--- config.mk ---
export PLATFORM = sky130hd
export DESIGN_NAME = cptf_div_step
export DESIGN_NICKNAME = d
export VERILOG_FILES = /design/src/rtl/cptf_pkg.sv /design/src/rtl/cptf_div_step.sv
export SDC_FILE = /design/constraint.sdc
export NUM_CORES = 1
export LEC_CHECK = 0
export ABC_AREA = 1
export ABC_CLOCK_PERIOD_IN_PS = 2410
export BUFFER_PORTS_ARGS = -buffer_cell sky130_fd_sc_hd__buf_2
export CORE_MARGIN = 1
export CORE_UTILIZATION = 40
export CTS_CLUSTER_DIAMETER = 80
export DETAILED_ROUTE_END_ITERATION = 7
export PLACE_DENSITY_LB_ADDON = 0.1
export SETUP_SLACK_MARGIN = 0.05
export SYNTH_ARGS = -nofsm -noshare
export SYNTH_HDL_FRONTEND = slang
export SYNTH_SLANG_ARGS = --single-unit
export TNS_END_PERCENT = 50
--- constraint.sdc ---
create_clock -name i_clk -period 2.41 [get_ports i_clk]
set_clock_uncertainty 0.15 [all_clocks]
set_input_delay 0.482 -clock i_clk [delete_from_list [all_inputs] [get_ports i_clk]]
set_output_delay 0.482 -clock i_clk [all_outputs]
set_load 0.01 [all_outputs]
--- src/rtl/cptf_pkg.sv ---
// ----------------------------------------------------------------------------
// cptf_pkg: shared types and constants of the 2D camera point transform
// Item structs, opcodes, register indexes and the divider stage record.
// ----------------------------------------------------------------------------
`default_nettype none

package cptf_pkg;

    // Opcodes of an input item.
    localparam logic OP_W2S = 1'b0;   // world to screen
    localparam logic OP_S2W = 1'b1;   // screen to world

    // Configuration register indexes.
    localparam int unsigned CFG_IDX_W = 3;
    localparam logic [CFG_IDX_W-1:0] CFG_VIEW_WIDTH  = 3'd0;
    localparam logic [CFG_IDX_W-1:0] CFG_VIEW_HEIGHT = 3'd1;
    localparam logic [CFG_IDX_W-1:0] CFG_CENTER_X    = 3'd2;
    localparam logic [CFG_IDX_W-1:0] CFG_CENTER_Y    = 3'd3;
    localparam logic [CFG_IDX_W-1:0] CFG_TURN_ANGLE  = 3'd4;
    localparam logic [CFG_IDX_W-1:0] CFG_ZOOM_FACTOR = 3'd5;
    localparam int unsigned CFG_DATA_W = 32;

    // Dividend width of the screen-to-world divide (one quotient bit a stage).
    localparam int unsigned DIV_WIDTH = 45;
    localparam int unsigned REM_WIDTH = 16;

    typedef struct packed {
        logic               opcode;
        logic signed [31:0] point_x;
        logic signed [31:0] point_y;
    } t_in;

    typedef struct packed {
        logic signed [31:0] mapped_x;
        logic signed [31:0] mapped_y;
        logic               overflowed;
    } t_out;

    // One divider stage: quotient/dividend shift words and partial remainders.
    typedef struct packed {
        logic                 opcode;
        logic                 neg_x;
        logic                 neg_y;
        logic [DIV_WIDTH-1:0] q_x;
        logic [REM_WIDTH-1:0] rem_x;
        logic [DIV_WIDTH-1:0] q_y;
        logic [REM_WIDTH-1:0] rem_y;
    } t_div;

endpackage

`default_nettype wire

--- src/rtl/cptf_div_step.sv ---
// ----------------------------------------------------------------------------
// cptf_div_step: one restoring divide step for both coordinates
// Shifts one dividend bit into each remainder and produces one quotient bit.
// World-to-screen items pass unchanged.
// ----------------------------------------------------------------------------
`default_nettype none

module cptf_div_step (
    input  wire logic                                i_clk,
    input  wire logic                                i_en,
    input  wire logic [cptf_pkg::REM_WIDTH-1:0]      i_zoom,
    input  wire cptf_pkg::t_div                      i_stage,
    output cptf_pkg::t_div                           o_stage
);
    import cptf_pkg::*;

    t_div r_stage;
    t_div n_stage;

    logic [REM_WIDTH:0] trial_x;
    logic [REM_WIDTH:0] trial_y;
    logic               ge_x;
    logic               ge_y;

    always_comb begin
        trial_x = {i_stage.rem_x, i_stage.q_x[DIV_WIDTH-1]};
        trial_y = {i_stage.rem_y, i_stage.q_y[DIV_WIDTH-1]};
        ge_x    = trial_x >= {1'b0, i_zoom};
        ge_y    = trial_y >= {1'b0, i_zoom};
        n_stage = i_stage;
        if (i_stage.opcode == OP_S2W) begin
            n_stage.q_x   = {i_stage.q_x[DIV_WIDTH-2:0], ge_x};
            n_stage.q_y   = {i_stage.q_y[DIV_WIDTH-2:0], ge_y};
            n_stage.rem_x = ge_x ? REM_WIDTH'(trial_x - {1'b0, i_zoom})
                                 : trial_x[REM_WIDTH-1:0];
            n_stage.rem_y = ge_y ? REM_WIDTH'(trial_y - {1'b0, i_zoom})
                                 : trial_y[REM_WIDTH-1:0];
        end
    end

    always_ff @(posedge i_clk) begin
        if (i_en) begin
            r_stage <= n_stage;
        end
    end

    assign o_stage = r_stage;

endmodule

`default_nettype wire

* Yosys cells after proc, flatten, opt, wreduce, memory -nomap -nowiden
Cells that the tools add are included.
Word-level totals: flip-flop bits (word level) 125, input bits 143, output and inout port bits 125, logic and storage cells 14
Operators by class: add/subtract/negate cells 2, order comparisons 2, mux-type cells 3
Operator list (count):
- $mux 122 | 1
- $ge 17x16->1 | 2
- $mux 16 | 2
- $sub 16x16->16 | 2

* Depth between registers and ports, before layout
word-level depth 3, mapped depth 15

* Worst setup path after synthesis
Ideal clock, no wire load.
path type input to register, start point input i_zoom[12] (netlist bit), end point register r_stage (netlist bit o_stage[77]) (data pin), arrival 1.754 ns, data required time 2.006 ns, setup slack 0.252 ns, cell stages on the path 13, path buffers 1, cells stage by stage inv_1 > ha_1 > nand2_1 > inv_2 > nand2_1 > nand2_1 > nand2_1 > nand2_1 > nor2_4 > nand2_8 > nor2_8 > buf_12 > nor2_2
RTL lines:
- start: declaration | RTL line cptf_div_step.sv:11 | input wire logic [cptf_pkg::REM_WIDTH-1:0] i_zoom,
- end signal: assignment | RTL line cptf_div_step.sv:43 | r_stage <= n_stage;
- end: declaration | RTL line cptf_div_step.sv:17 | t_div r_stage;

==> key figures <==
Finish
  – Share of cells above drive strength 1: 0.322
  – Area Growth Syn to Fin: 36.5%
  – Nets: ~1500
  – Most frequent cells in the layout: nand2_1 (323), buf_2 (265), inv_1 (147), edfxtp_1 (125), o21ai_0 (89)
  – Final std cells w/o fill: between 1500 and 2000
  – Most common cell after layout, fill and taps aside: nand2_1
  – Largest register FFs: roughly 130

Worst setup path
  – Crit path buf inv count: 3
  – CP Launch Point: i_stage[121]
  – Crit-path max FO: 3
  – WS Path Type: in -> reg
  – Number of stages on the worst setup path: 12
  – Slowest CP cell: fa_1
  – Worst path required time: around 2.4 ns
  – CP cell instances: buf_2, inv_1, ha_1, fa_1, inv_1, nand2_1, nand3_1, nand2_1, nand3_1, nand2_1, nand3_1, nand3_2
  – CP Data Arrival Time: 2.08 ns
  – Worst path top cell family by delay: simple AND/OR/NAND/NOR gates
  – Crit end category: flop
  – Critical Path Sink: o_stage[71]
  – Worst setup SP type: input port
  – Worst path max stage delay: 0.41 ns

Die
  – Die ar.: 19900 µm²
  – Initial Util: 0.410
  – Site Rows: 50
  – Ports: approximately 270
  – Die width: between 100 and 150 µm
  – DIE HEIGHT: about 140 µm
  – Core footprint: approximately 19000 µm²

Yosys
  – Yosys cell types: 33
  – Combinational family with the most area after synthesis: simple AND/OR/NAND/NOR gates
  – Top cells by area, synth: edfxtp_1 (49%), nand2_1 (16%), inv_1 (7.2%)
  – Biggest area consumer among synthesized cells: edfxtp_1
  – Post-Synth Adder-Cell Area: 0.0571
  – Post-synth top area share: 0.486
  – Synth Area per Inst: approximately 8 µm²
  – Sequential share of the synthesized area: 0.486
  – Syn Inst Count: about 940
  – XOR/XNOR Fraction of Synth Area: 0.0159
  – Mapped Area: 7720 µm²
  – Synth Area in Compound Gates: 0.0728
  – #FFs+latches synth: 125
  – Syn Nets: approximately 1100
  – Multiplexer share of the synthesized area: 0
  – Post-synthesis simple-gate area fraction: 0.273
  – Yosys warns: 0

Route
  – Drt initial violations: roughly 350
  – Drt drc: 0
  – DRT Pass-1 Iters: 5
  – Via density: between 4 and 5
  – ANT nets after route: 0
  – Metal-1 WL: ~9700 µm
  – WL/cell: about 15 µm
  – Wire length on met3: 1670 µm
  – Routed wire length: 22800 µm
  – Metal2 WL: around 11000 µm
  – Vias: between 7000 and 8000
  – Uppermost layer routed: met5

Place
  – # port buffers: approximately 270
  – Dpl cells: between 1500 and 2000
  – GP Congestion: a little under 0.9
  – DP HPWL: 18100 µm

Power and ir drop
  – Lkg Pwr: 5.42 nW
  – Worst vdd ir: roughly 0.43 mV
  – Final Power: 0.00701 W
  – PwrDens: about 670 nW/µm²

Timing
  – Hold slack: between 0.08 and 0.09 ns
  – Slew Viols, Final: 0
  – Final setup viols: 0
  – Slew margin rel.: 0.733
  – Final period utilization: 0.855
  – Worst-margin pin slew: between 0.4 and 0.5 ns
  – RSZ-0062 raised after global routing: no
  – Final hold violation count: 0
  – Final min period: 2.06 ns
  – Achievable frequency: about 0.49 GHz

Clock tree
  – Total CTS buffers: 17
  – H-tree Lvls: 4
  – CTS tree: yes
  – Post-CTS sizing: 0
  – Clock sinks: around 130
  – Post-CTS Setup Bufs: 0
  – CTS hold repair buffers: 0
  – Reg clk slew, reported paths: 0.06 ns
  – Clock Path Buffers: 2
  – Root buf cell: clkbuf_16

Global routing
  – Vias in the first global route: between 6000 and 7000
  – Global-route wire length before repair: roughly 35000 µm
  – Largest net degree at the start of global routing: 86
  – Antenna violations before repair: 5
  – GRT Util Overall: 0.235
  – Grt ovf: 0

Run
  – Max Cap Viol: 0

Run status
  – Status: complete, no violations

Worst hold path
  – Hold WC Path Type: in -> reg
-- worst min-delay path by stage --
| stage | startpoint | endpoint | slack [ns] | cells past startpoint |
|---|---|---|---|---|
| final | i_stage[123] | o_stage[123] | 0.09 | 1 |
| after global routing | i_stage[123] | o_stage[123] | 0.06 | 1 |
| after CTS | i_stage[122] | o_stage[122] | 0.07 | 1 |
| after detailed placement | i_stage[123] | o_stage[123] | 0.51 | 1 |
| after global placement | i_stage[123] | o_stage[123] | 0.51 | 1 |
| after floorplan | i_stage[122] | o_stage[122] | 0.43 | 0 |
-- synth_stat cells, drive strengths merged --
| cell | number |
|---|---|
| o21ai | 89 |
| a21oi | 18 |
| nor2 | 35 |
| nand4 | 6 |
| buf | 11 |
| nand3b | 5 |
| nand2 | 338 |
| edfxtp | 125 |
| xnor2 | 3 |
| nor3 | 4 |
| a21o | 1 |
| ha | 32 |
| nand3 | 87 |
| and2 | 1 |
| inv | 151 |
| o21bai | 2 |
| clkbuf | 21 |
| xor2 | 11 |
| fa | 2 |
| or2 | 2 |
-- logic make-up after synthesis --
group,Yosys count
buffers and inverters,183
xor gates and xnor gates,14
and+or+nand+nor,478
AOI/OAI and AO/OA,110
adders and majority gates,34
DFF,125
-- layer usage --
layer,GRT usage,vias up
li1,-,3729
met1,0.280,3234
met2,0.402,226
met3,0.0683,33
met4,0.0875,4
met5,0,-
-- power by group --
part           leakage (nW)  total (W)  internal (W)  switching [W]
sequential             1.22    0.00270       0.00265      0.0000462
combinational          3.89    0.00154      0.000641       0.000903
clock                 0.307    0.00276       0.00175        0.00101
total                  5.42    0.00701       0.00505        0.00196
-- through the flow --
step / instance area, µm² / utilization / setup slack (ns) / setup TNS (ns)
after global routing: 10500 / 0.559 / 0.190 / 0
after global placement: 9900 / 0.526 / -0.0607 / -0.332
after detailed placement: 9900 / 0.526 / -0.0756 / -1.08
after CTS: 10500 / 0.559 / 0.347 / 0
after floorplan: 7720 / - / 0.252 / 0
final: 10500 / 0.560 / 0.349 / 0
-- area by class of cell --
| cell class | instances | area [µm²] |
|---|---|---|
| Fill cell | 1807 | 8290 |
| Sequential cell | 125 | 3750 |
| Multi-Input combinational cell | 636 | 3230 |
| Timing Repair Buffer | 345 | 2010 |
| Inverter | 151 | 568 |
| Clock buffer | 18 | 429 |
| Tap cell | 260 | 325 |
| Clock inverter | 14 | 206 |
| Antenna cell | 3 | 7.51 |
No activity file was read; power rests on OpenSTA's default activity.
